[src/hw/rtl/wrp_pkg.sv]
// Shared constants, codes and helper functions for the weighted residual projection block.
package wrp_pkg;

  // Field and accumulator widths
  localparam int unsigned ValW    = 32;
  localparam int unsigned AccW    = 64;
  localparam int unsigned IdxW    = 6;
  localparam int unsigned DimW    = 7;
  localparam int unsigned OpW     = 2;
  localparam int unsigned CfgIdxW = 1;
  localparam int unsigned CfgDataW = 32;

  // Default number of vector components held
  localparam int unsigned MaxDimsDef = 8;

  // Register reset values
  localparam logic [ValW-1:0] InvRhoRst     = 32'h0001_0000;
  localparam logic [DimW-1:0] ActiveDimsRst = 7'd8;

  // Item opcodes
  localparam logic [OpW-1:0] OpAcc = 2'd0;
  localparam logic [OpW-1:0] OpMat = 2'd1;
  localparam logic [OpW-1:0] OpFin = 2'd2;

  // Register indexes
  localparam logic [CfgIdxW-1:0] CfgInvRho     = 1'b0;
  localparam logic [CfgIdxW-1:0] CfgActiveDims = 1'b1;

  // Address width of a store of the given depth (at least one bit)
  function automatic int unsigned addr_w(input int unsigned depth);
    addr_w = (depth > 1) ? $clog2(depth) : 1;
  endfunction

  // Clamp a 64-bit signed value to the 32-bit signed range
  function automatic logic signed [ValW-1:0] sat32(input logic signed [AccW-1:0] x);
    logic signed [AccW-1:0] hi;
    logic signed [AccW-1:0] lo;
    hi = 64'sh0000_0000_7FFF_FFFF;
    lo = 64'shFFFF_FFFF_8000_0000;
    if (x > hi) begin
      sat32 = 32'sh7FFF_FFFF;
    end else if (x < lo) begin
      sat32 = 32'sh8000_0000;
    end else begin
      sat32 = x[ValW-1:0];
    end
  endfunction

endpackage

[src/hw/rtl/wrp_ram.sv]
// Generic single-write, single-read RAM with registered read data.
module wrp_ram #(
  parameter int unsigned WIDTH = 64,
  parameter int unsigned DEPTH = 8
) (
  input  logic                                 clk_i,
  input  logic                                 we_i,
  input  logic [wrp_pkg::addr_w(DEPTH)-1:0]    waddr_i,
  input  logic [WIDTH-1:0]                     wdata_i,
  input  logic [wrp_pkg::addr_w(DEPTH)-1:0]    raddr_i,
  output logic [WIDTH-1:0]                     rdata_o
);

  logic [WIDTH-1:0] mem_q [DEPTH];
  logic [WIDTH-1:0] rdata_q;

  // Write port
  always_ff @(posedge clk_i) begin
    if (we_i) begin
      mem_q[waddr_i] <= wdata_i;
    end
  end

  // Registered read port
  always_ff @(posedge clk_i) begin
    rdata_q <= mem_q[raddr_i];
  end

  assign rdata_o = rdata_q;

endmodule

[src/hw/rtl/wrp_mul.sv]
// Shared 32x32 signed multiplier with a registered 64-bit product.
module wrp_mul (
  input  logic                                   clk_i,
  input  logic                                   en_i,
  input  logic signed [wrp_pkg::ValW-1:0]        a_i,
  input  logic signed [wrp_pkg::ValW-1:0]        b_i,
  output logic signed [wrp_pkg::AccW-1:0]        p_o
);

  logic signed [wrp_pkg::AccW-1:0] p_d;
  logic signed [wrp_pkg::AccW-1:0] p_q;

  // Full-precision product
  always_comb begin
    p_d = 64'(a_i) * 64'(b_i);
  end

  always_ff @(posedge clk_i) begin
    if (en_i) begin
      p_q <= p_d;
    end
  end

  assign p_o = p_q;

endmodule

[src/hw/rtl/weighted_residual_project.sv]
// Weighted residual projection: sequencer, accumulator stores and output register.
// Accumulate item: two products on the shared multiplier, then read-add-write. Matrix item:
//   store read, one product, read-add-write. Ignored items are accepted and dropped. Finish
//   item: per active component a store read, then an output beat that is loaded once the
//   output is free, so the walk waits while the output stalls.
// Reset (async, active low): inv_rho = 1.0, active_dims = 8, both stores read as zero at once.
module weighted_residual_project #(
  parameter int unsigned MAX_DIMS = wrp_pkg::MaxDimsDef
) (
  input  logic                              clk_i,
  input  logic                              rst_ni,
  // Input channel
  input  logic                              in_valid_i,
  output logic                              in_stall_o,
  input  logic [wrp_pkg::OpW-1:0]           opcode_i,
  input  logic signed [wrp_pkg::ValW-1:0]   nu_value_i,
  input  logic signed [wrp_pkg::ValW-1:0]   eta_value_i,
  input  logic signed [wrp_pkg::ValW-1:0]   theta_own_i,
  input  logic signed [wrp_pkg::ValW-1:0]   theta_other_i,
  input  logic signed [wrp_pkg::ValW-1:0]   weight_value_i,
  input  logic signed [wrp_pkg::ValW-1:0]   inverse_value_i,
  input  logic [wrp_pkg::IdxW-1:0]          row_index_i,
  input  logic [wrp_pkg::IdxW-1:0]          col_index_i,
  // Output channel
  output logic                              out_valid_o,
  input  logic                              out_stall_i,
  output logic signed [wrp_pkg::ValW-1:0]   xi_value_o,
  output logic [wrp_pkg::IdxW-1:0]          out_index_o,
  output logic                              last_o,
  // Configuration write port
  input  logic                              cfg_we_i,
  input  logic [wrp_pkg::CfgIdxW-1:0]       cfg_index_i,
  input  logic [wrp_pkg::CfgDataW-1:0]      cfg_data_i
);

  localparam int unsigned AW   = wrp_pkg::addr_w(MAX_DIMS);
  localparam int unsigned VW   = wrp_pkg::ValW;
  localparam int unsigned CW   = wrp_pkg::AccW;
  localparam int unsigned DW   = wrp_pkg::DimW;

  typedef enum logic [3:0] {
    ST_IDLE,
    ST_A_MUL1,
    ST_A_TERM,
    ST_A_MUL2,
    ST_A_ACC,
    ST_M_RD,
    ST_M_MUL,
    ST_M_ACC,
    ST_F_RD,
    ST_F_OUT
  } state_e;

  state_e state_q, state_d;

  // Control and output registers
  logic [VW-1:0]         inv_rho_q, inv_rho_d;
  logic [DW-1:0]         dims_q, dims_d;
  logic [MAX_DIMS-1:0]   ws_valid_q, ws_valid_d;
  logic [MAX_DIMS-1:0]   os_valid_q, os_valid_d;
  logic [AW-1:0]         k_q, k_d;
  logic signed [VW-1:0]  term_q, term_d;
  logic                  out_valid_q, out_valid_d;
  logic signed [VW-1:0]  xi_q, xi_d;
  logic [wrp_pkg::IdxW-1:0] idx_q, idx_d;
  logic                  last_q, last_d;

  // Captured item fields
  logic signed [VW-1:0]  nu_q, eta_q, own_q, other_q, weight_q, inverse_q;
  logic [wrp_pkg::IdxW-1:0] row_q, col_q;

  logic                  in_accept;
  logic [DW-1:0]         d_eff;
  logic                  col_ok, row_ok;
  logic                  out_free;
  logic                  fin_last;
  logic                  fin_load;

  // Multiplier interface
  logic                  mul_en;
  logic signed [VW-1:0]  mul_a, mul_b;
  logic signed [CW-1:0]  mul_p;
  logic signed [CW-1:0]  p_shr;
  logic signed [CW-1:0]  term_sum;

  // Store interfaces
  logic                  ws_we, os_we;
  logic [AW-1:0]         ws_raddr, os_raddr, waddr;
  logic [CW-1:0]         ws_rdata, os_rdata;
  logic [CW-1:0]         ws_rd_m, os_rd_m;
  logic [CW-1:0]         ws_wdata, os_wdata;

  assign in_accept = in_valid_i && !in_stall_o;
  assign in_stall_o = (state_q != ST_IDLE);

  // Effective dimension count, clamped to 1..MAX_DIMS
  always_comb begin
    if (dims_q == '0) begin
      d_eff = DW'(1);
    end else if (dims_q > DW'(MAX_DIMS)) begin
      d_eff = DW'(MAX_DIMS);
    end else begin
      d_eff = dims_q;
    end
  end

  assign col_ok = ({1'b0, col_index_i} < d_eff);
  assign row_ok = ({1'b0, row_index_i} < d_eff);

  // Item capture
  always_ff @(posedge clk_i) begin
    if (in_accept) begin
      nu_q      <= nu_value_i;
      eta_q     <= eta_value_i;
      own_q     <= theta_own_i;
      other_q   <= theta_other_i;
      weight_q  <= weight_value_i;
      inverse_q <= inverse_value_i;
      row_q     <= row_index_i;
      col_q     <= col_index_i;
    end
  end

  // Store addressing; unwritten entries read as zero
  assign ws_raddr = (state_q == ST_M_RD || state_q == ST_M_MUL) ? row_q[AW-1:0]
                                                               : col_q[AW-1:0];
  assign os_raddr = (state_q == ST_F_RD || state_q == ST_F_OUT) ? k_q : col_q[AW-1:0];
  assign waddr    = col_q[AW-1:0];
  assign ws_rd_m  = ws_valid_q[ws_raddr] ? ws_rdata : '0;
  assign os_rd_m  = os_valid_q[os_raddr] ? os_rdata : '0;

  // Shifted product and residual term
  assign p_shr    = mul_p >>> 16;
  assign term_sum = p_shr + CW'(eta_q) - CW'(own_q) + CW'(other_q);
  assign ws_wdata = ws_rd_m + CW'(p_shr);
  assign os_wdata = os_rd_m + CW'(p_shr);

  // Multiplier operand selection
  always_comb begin
    mul_en = 1'b0;
    mul_a  = '0;
    mul_b  = '0;
    unique case (state_q)
      ST_A_MUL1: begin
        mul_en = 1'b1;
        mul_a  = inv_rho_q;
        mul_b  = nu_q;
      end
      ST_A_MUL2: begin
        mul_en = 1'b1;
        mul_a  = term_q;
        mul_b  = weight_q;
      end
      ST_M_MUL: begin
        mul_en = 1'b1;
        mul_a  = wrp_pkg::sat32($signed(ws_rd_m));
        mul_b  = inverse_q;
      end
      default: begin
      end
    endcase
  end

  assign ws_we    = (state_q == ST_A_ACC);
  assign os_we    = (state_q == ST_M_ACC);
  assign out_free = !out_valid_q || !out_stall_i;
  assign fin_last = (DW'(k_q) + DW'(1)) == d_eff;
  assign fin_load = (state_q == ST_F_OUT) && out_free;

  // Sequencer next state
  always_comb begin
    state_d     = state_q;
    inv_rho_d   = inv_rho_q;
    dims_d      = dims_q;
    ws_valid_d  = ws_valid_q;
    os_valid_d  = os_valid_q;
    k_d         = k_q;
    term_d      = term_q;
    out_valid_d = out_valid_q;
    xi_d        = xi_q;
    idx_d       = idx_q;
    last_d      = last_q;

    if (cfg_we_i) begin
      unique case (cfg_index_i)
        wrp_pkg::CfgInvRho:     inv_rho_d = cfg_data_i[VW-1:0];
        wrp_pkg::CfgActiveDims: dims_d    = cfg_data_i[DW-1:0];
        default: begin
        end
      endcase
    end

    // Output beat taken
    if (out_valid_q && !out_stall_i) begin
      out_valid_d = 1'b0;
    end

    unique case (state_q)
      ST_IDLE: begin
        if (in_valid_i) begin
          unique case (opcode_i)
            wrp_pkg::OpAcc: if (col_ok) state_d = ST_A_MUL1;
            wrp_pkg::OpMat: if (col_ok && row_ok) state_d = ST_M_RD;
            wrp_pkg::OpFin: begin
              k_d     = '0;
              state_d = ST_F_RD;
            end
            default: begin
            end
          endcase
        end
      end
      ST_A_MUL1: state_d = ST_A_TERM;
      ST_A_TERM: begin
        term_d  = wrp_pkg::sat32(term_sum);
        state_d = ST_A_MUL2;
      end
      ST_A_MUL2: state_d = ST_A_ACC;
      ST_A_ACC: begin
        ws_valid_d[waddr] = 1'b1;
        state_d = ST_IDLE;
      end
      ST_M_RD:  state_d = ST_M_MUL;
      ST_M_MUL: state_d = ST_M_ACC;
      ST_M_ACC: begin
        os_valid_d[waddr] = 1'b1;
        state_d = ST_IDLE;
      end
      ST_F_RD:  state_d = ST_F_OUT;
      ST_F_OUT: begin
        if (out_free) begin
          out_valid_d = 1'b1;
          xi_d        = wrp_pkg::sat32($signed(os_rd_m));
          idx_d       = wrp_pkg::IdxW'(k_q);
          last_d      = fin_last;
          if (fin_last) begin
            ws_valid_d = '0;
            os_valid_d = '0;
            state_d    = ST_IDLE;
          end else begin
            k_d     = k_q + 1'b1;
            state_d = ST_F_RD;
          end
        end
      end
      default: state_d = ST_IDLE;
    endcase
  end

  // State and registered outputs
  always_ff @(posedge clk_i or negedge rst_ni) begin
    if (!rst_ni) begin
      state_q     <= ST_IDLE;
      inv_rho_q   <= wrp_pkg::InvRhoRst;
      dims_q      <= wrp_pkg::ActiveDimsRst;
      ws_valid_q  <= '0;
      os_valid_q  <= '0;
      k_q         <= '0;
      term_q      <= '0;
      out_valid_q <= 1'b0;
      xi_q        <= '0;
      idx_q       <= '0;
      last_q      <= 1'b0;
    end else begin
      state_q     <= state_d;
      inv_rho_q   <= inv_rho_d;
      dims_q      <= dims_d;
      ws_valid_q  <= ws_valid_d;
      os_valid_q  <= os_valid_d;
      k_q         <= k_d;
      term_q      <= term_d;
      out_valid_q <= out_valid_d;
      xi_q        <= xi_d;
      idx_q       <= idx_d;
      last_q      <= last_d;
    end
  end

  assign out_valid_o = out_valid_q;
  assign xi_value_o  = xi_q;
  assign out_index_o = idx_q;
  assign last_o      = last_q;

  // Shared multiplier
  wrp_mul u_mul (
    .clk_i (clk_i),
    .en_i  (mul_en),
    .a_i   (mul_a),
    .b_i   (mul_b),
    .p_o   (mul_p)
  );

  // Weighted sums store
  wrp_ram #(
    .WIDTH (CW),
    .DEPTH (MAX_DIMS)
  ) u_ws_ram (
    .clk_i   (clk_i),
    .we_i    (ws_we),
    .waddr_i (waddr),
    .wdata_i (ws_wdata),
    .raddr_i (ws_raddr),
    .rdata_o (ws_rdata)
  );

  // Output sums store
  wrp_ram #(
    .WIDTH (CW),
    .DEPTH (MAX_DIMS)
  ) u_os_ram (
    .clk_i   (clk_i),
    .we_i    (os_we),
    .waddr_i (waddr),
    .wdata_i (os_wdata),
    .raddr_i (os_raddr),
    .rdata_o (os_rdata)
  );

  // Checks
  a_out_from_walk: assert property (@(posedge clk_i) disable iff (!rst_ni)
    $rose(out_valid_o) |-> $past(state_q == ST_F_OUT))
    else $error("output beat raised outside the finish walk");

  a_clear_after_last: assert property (@(posedge clk_i) disable iff (!rst_ni)
    (fin_load && fin_last) |=> (ws_valid_q == '0 && os_valid_q == '0))
    else $error("stores not cleared after the last beat");

  a_out_index_range: assert property (@(posedge clk_i) disable iff (!rst_ni)
    out_valid_o |-> ({1'b0, out_index_o} < d_eff))
    else $error("output index beyond the active components");

  a_walk_index_range: assert property (@(posedge clk_i) disable iff (!rst_ni)
    (state_q == ST_F_RD) |-> (DW'(k_q) < d_eff))
    else $error("finish walk index out of range");

endmodule

[config.mk]
export PLATFORM = sky130hd
export DESIGN_NAME = weighted_residual_project
export DESIGN_NICKNAME = d
export VERILOG_FILES = /design/src/hw/rtl/wrp_pkg.sv /design/src/hw/rtl/wrp_ram.sv /design/src/hw/rtl/wrp_mul.sv /design/src/hw/rtl/weighted_residual_project.sv
export SDC_FILE = /design/constraint.sdc
export NUM_CORES = 2
export LEC_CHECK = 0
export BUFFER_PORTS_ARGS = -buffer_cell sky130_fd_sc_hd__buf_2
export CORE_UTILIZATION = 40
export CTS_CLUSTER_SIZE = 14
export DETAILED_ROUTE_END_ITERATION = 16
export GPL_TIMING_DRIVEN = 1
export HOLD_SLACK_MARGIN = 0.05
export SLEW_MARGIN = 20
export SYNTH_ARGS = -nofsm -noshare
export SYNTH_HDL_FRONTEND = slang
export SYNTH_HIERARCHICAL = 1
export SYNTH_SLANG_ARGS = --single-unit
export TNS_END_PERCENT = 20
[constraint.sdc]
create_clock -name clk_i -period 13.2 [get_ports clk_i]
set_input_delay 2.64 -clock clk_i [delete_from_list [all_inputs] [get_ports clk_i]]
set_output_delay 2.64 -clock clk_i [all_outputs]
set_load 0.005 [all_outputs]
After elaboration in Yosys (flattened, before gate mapping)

Memory sizes are Yosys's and may differ from the RTL's. A register that Yosys moved wholly into a read port is not among the register bits.
Index checks and enable logic that the tools add are counted.

$add $sub $neg: 7
Multipliers: 1
$lt $le $gt $ge: 13
Eq/ne operators: 20
Multiplexer cells: 44
Bitwise logic cells: 3
Reductions and logical operators: 25

Operators with widths:

| operator             | number |
|---|---|
| $mux 32              | 6 |
| $pmux 32 s3          | 2 |
| $add 64x64->64       | 2 |
| $gt 64x32->1 const B | 2 |
| $lt 64x32->1 const B | 2 |
| $mux 64              | 2 |
| $mul 32x32->64       | 1 |
| $add 50x32->51       | 1 |
| $gt 51x32->1 const B | 1 |
| $lt 51x32->1 const B | 1 |
| $sub 49x32->50       | 1 |
| $add 48x32->49       | 1 |
| $pmux 4 s8           | 1 |
| $pmux 8 s2           | 2 |
| $mux 4               | 5 |
| $mux 3               | 6 |
| $eq 4x3->1 const B   | 4 |
| $mux 8               | 2 |
| $or 8x8->8           | 2 |
| $lt 6x7->1           | 2 |
| $mux 7               | 2 |
| $lt 3x4->1 const B   | 3 |
| $pmux 4 s3           | 1 |
| $mux 1               | 11 |
| other kinds (30)     | 50 |

Register bits: 393
RAM bits: 1024
Output and inout bits: 41
Word-level logic and storage cells: 135
Memories: 2

Memory list:

| name           | words | width | rd ports | clocked after memory_dff | wr ports | line          | RTL |
|---|---|---|---|---|---|---|---|
| u_os_ram.mem_q | 8     | 64    | 1        | 1                        | 1        | wrp_ram.sv:14 | `logic [WIDTH-1:0] mem_q [DEPTH];` |
| u_ws_ram.mem_q | 8     | 64    | 1        | 1                        | 1        | wrp_ram.sv:14 |  |

Longest topological paths before layout

Word-level depth: 11
Mapped depth: 41
Gate-level depth less buffers: 36

Cells and area by module

The synthesis kept the hierarchy.

By module, submodules not included:

| module                    | instances | cells an instance | area each (µm²) | sequential area each (µm²) |
|---|---|---|---|---|
| wrp_ram                   | 2         | 816               | 20547.2         | 16656.0 |
| wrp_mul                   | 1         | 3907              | 37947.6         | 1921.8 |
| weighted_residual_project | 1         | 3007              | 27744.1         | 9226.3 |

Least setup slack after synthesis

OpenSTA, ideal clock, no wires.

Path type: register to register
Start point: register state_q[2]
End point: register u_mul.p_q, in the netlist u_mul/p_o[63], data pin
Setup time: 0.260 ns
Arrival time: 9.760 ns
Required time: 12.940 ns
Slack: 3.180 ns
Cell stages (with the launch flop): 38
Path buffers: 4
Cell sequence: dfrtp_1 > buf_2 > and2b_1 > nand2_1 > mux2i_1 > mux4_2 > mux2i_1 > nand2b_1 > a41o_1 > nor2b_1 > buf_2 > buf_2 > a21oi_1 > o21ai_0 > clkbuf_1 > nand2_1 > fa_1 > fa_1 > [... 2 more ...] > inv_1 > fa_1 > fa_1 > fa_1 > inv_1 > fa_1 > inv_1 > ha_1 > nand2_2 > nor4_2 > and4_1 > o211ai_2 > a2111oi_4 > o21ai_1 > and4_1 > o31ai_1 > a21oi_1 > xnor2_1

Longest elaborated chain between the ends: 11

Ends and longest elaborated chain:

| element                              | line                                                               | RTL |
|---|---|---|
| start: declaration                   | weighted_residual_project.sv:54                                    | `state_e state_q, state_d;` |
| start signal: assignment             | weighted_residual_project.sv:265                                   | `state_q <= state_d;` |
| $eq 4x3->1, on equally long branches | weighted_residual_project.sv:125, weighted_residual_project.sv:143 |  |
| $logic_or 1x1->1                     | weighted_residual_project.sv:125                                   | `assign ws_raddr = (state_q == ST_M_RD \|\| state_q == ST_M_MUL) ? row_q[AW-1:0]` |
| $mux 3                               | weighted_residual_project.sv:125                                   |  |
| $bmux 1 s3                           | weighted_residual_project.sv:129                                   | `assign ws_rd_m = ws_valid_q[ws_raddr] ? ws_rdata : '0;` |
| $mux 1 (implied by the code)         | weighted_residual_project.sv:129                                   |  |
| $mux 64                              | weighted_residual_project.sv:129                                   |  |
| $lt 64x32->1                         | wrp_pkg.sv:42                                                      | `end else if (x < lo) begin` |
| $mux 32                              | wrp_pkg.sv:42                                                      |  |
| $mux 32                              | wrp_pkg.sv:40                                                      | `if (x > hi) begin` |
| $pmux 32 s3 (*)                      | weighted_residual_project.sv:143                                   | `unique case (state_q)` |
| named net mul_a[17]                  | weighted_residual_project.sv:81                                    | `logic signed [VW-1:0] mul_a, mul_b;` |
| $mul 32x32->64 (*)                   | wrp_mul.sv:15                                                      | `p_d = 64'(a_i) * 64'(b_i);` |
| named net u_mul.p_d, one bit         | wrp_mul.sv:10                                                      | `logic signed [wrp_pkg::AccW-1:0] p_d;` |
| end signal: assignment               | wrp_mul.sv:20                                                      | `p_q <= p_d;` |
| end: declaration                     | wrp_mul.sv:11                                                      | `logic signed [wrp_pkg::AccW-1:0] p_q;` |

The timed path passes the listed nets; every way through them passes the cells marked *. The select of a mux whose other input is x is not followed.
A chain may end at the register's enable or synchronous reset.

Worst setup path after layout

Start point: register state_q[0]
End point: register u_mul.p_q, in the netlist u_mul/p_o[58], data pin

Same word-level chain as after synthesis.

==> metrics.cfg <==
[cts]
cts_resized=0
cts_sinks=1529
clock_path_buffers=4
postCtsSetupRepairBufs=0
htreeDepth=4
clk_pin_slew_ns=0.06
cts-root-buf=clkbuf_16
clock_latency_ns=0.86
cts_made_buffers=161
cts_hold_buf=0
cts_tree=yes

[floorplanning]
num_rows=188
die_area_sq_mm=0.267
die_h_um=517
fp.dieW_um=517
ios=285
start_util_pct=40.3
coreArea_sq_mm=0.263

[global_route]
antenna_found_initial=24
grt_first_pass_wirelength_um=444000
grt_pass1_vias=69900
gr-total-overflow=0
grt_max_degree=85
track_usage_pct=22.3

[setup_path]
r2r-end=u_mul/p_o[58]
reg2reg_slack_ns=0.66
r2r-start=state_q[0]
worstSetupPathDepth=35
worst_ep_required_time_ns=13.72
critPathKind=flip-flop to flip-flop
crit_fanout=29
startpoint=state_q[0]
critPathCaptureType=flip-flop
cp_slowest_stage_delay_ns=0.80
cp_top_family=adder cells
rr_worst_depth=35
path_buf_inv=5
endpoint=u_mul/p_o[58]
critPathMostFrequentCell=fa_1
cp_slowest_cell=o21ai_2
arrival_ns=13.06
cp-start-kind=flip-flop

[layout]
num-nets-final=10500
syn_to_final_growth_pct=9.94
final_layout_size_suffix_gt1_share_pct=14.4

[synth]
ys.warnings.count=6
syn_area_sq_mm=0.106
syn_inst=8511
syn_avg_cell_area_sq_um=12.5

[timing]
tightestPinTransition_ns=1.25
fin_skew_ns=0.0888
post-route-min-period_ns=12.54
fmax_mhz=79.8
report.final.setup_viol=0
worst_slew_margin_rel_pct=16.6
setup-tns-final_ns=0
rsz0062_at_grt=no
final_hold_viol_count=0
period_share_pct=95.0
slew_viol_final=0

[placement]
gp_congestion=0.943
io_buffers=281
hpwlAfterDp_um=219000

[detailed_routing]
firstDrtPassIters=8
drcViolationCount=0
drt_iter0_markers=5233
routed_wl_um=297000
final_antenna_net_count=0
route.vias.total=67000
wl_per_cell_um=24.0
via_per_inst=5.44

[run_status]
status=complete, no violations

[job]
cap_violations=0

[worst_hold_path]
hold_depth=2
hp-class=flip-flop to flip-flop

[through the flow]
step | utilization [%] | setup slack (ns) | instances | cell area (sq um) | hold slack, ns
floorplan | - | 3.18 | 8516 | 106000 | 0.451
global placement | 42.4 | 1.10 | 12000 | 111000 | 0.480
detailed placement | 42.4 | 0.881 | 12000 | 111000 | 0.478
CTS | 44.3 | 0.811 | 12300 | 117000 | 0.493
global route | 44.3 | 0.145 | 12300 | 117000 | 0.519
finish | 44.3 | 0.661 | 12300 | 117000 | 0.488
[final cells by class]
type / count / area, sq um
Clock inverter: 82 / 815
Inverter: 1276 / 4810
Antenna cell: 10 / 25.0
Sequential cell: 1529 / 44000
Clock buffer: 205 / 4370
Multi-Input combinational cell: 5288 / 55800
Tap cell: 3515 / 4400
Fill cell: 23900 / 147000
Timing Repair Buffer: 427 / 2530
[metal layers]
metal / global-route usage (%) / part of all wire (%)
met1: 29.8 / 42
met2: 35.7 / 47
met3: 3.45 / 6.5
met4: 10.1 / 5.0
met5: 0 / 0.016
[registers in the layout (all words and copies together), names as in the netlist, 4 cells and up]
name              count
dims_q                7
inverse_q            32
term_q               32
inv_rho_q            32
other_q              32
u_mul/p_o            48
nu_q                 32
state_q               4
eta_q                32
u_os_ram/rdata_o     64
weight_q             32
u_os_ram/mem_q      512
xi_value_o           32
os_valid_q            8
own_q                32
ws_valid_q            8
u_ws_ram/mem_q      512
u_ws_ram/rdata_o     64
[cell usage in the layout (no fill, tap or decap), types with 34 or more instances in the layout]
cell type / count
clkbuf_16: 165
xor2_1: 71
ha_1: 370
o21ai_2: 34
nand2b_1: 46
xnor2_1: 145
nor2b_1: 187
buf_4: 142
nand2_1: 695
nor2_1: 211
mux4_2: 260
nor3_1: 40
dfxtp_1: 128
buf_2: 280
fa_1: 1164
a22oi_1: 34
o21bai_1: 42
nand3_1: 64
mux2_2: 168
o21ai_0: 171
a21o_1: 107
a21oi_1: 303
nand4_1: 67
inv_1: 1266
edfxtp_1: 1270
and2_1: 531
dfrtp_1: 129
[worst register-to-register path, delay by kind of cell, from the launching register on]
kind	cells	cell delay [ns]
mux	3	1.51
buf+inv	5	0.87
fa+ha+maj	9	4.48
xor+xnor	1	0.15
flops	1	0.68
simple gates	11	2.15
compound gates	6	2.39
[worst min-delay path by stage]
| stage | end | from | slack [ns] |
|---|---|---|---|
| after floorplan | term_q[31] | term_q[31] | 0.45 |
| after global routing | xi_value_o[6] | xi_value_o[6] | 0.52 |
| final | out_index_o[0] | out_index_o[0] | 0.49 |
| after global placement | os_valid_q[7] | os_valid_q[7] | 0.48 |
| after detailed placement | out_index_o[0] | out_index_o[0] | 0.48 |
| after CTS | out_index_o[0] | out_index_o[0] | 0.49 |
Power is left out: the tool's default activity adds up to more than one toggle a clock period on the data nets, which glitch-free logic cannot reach.
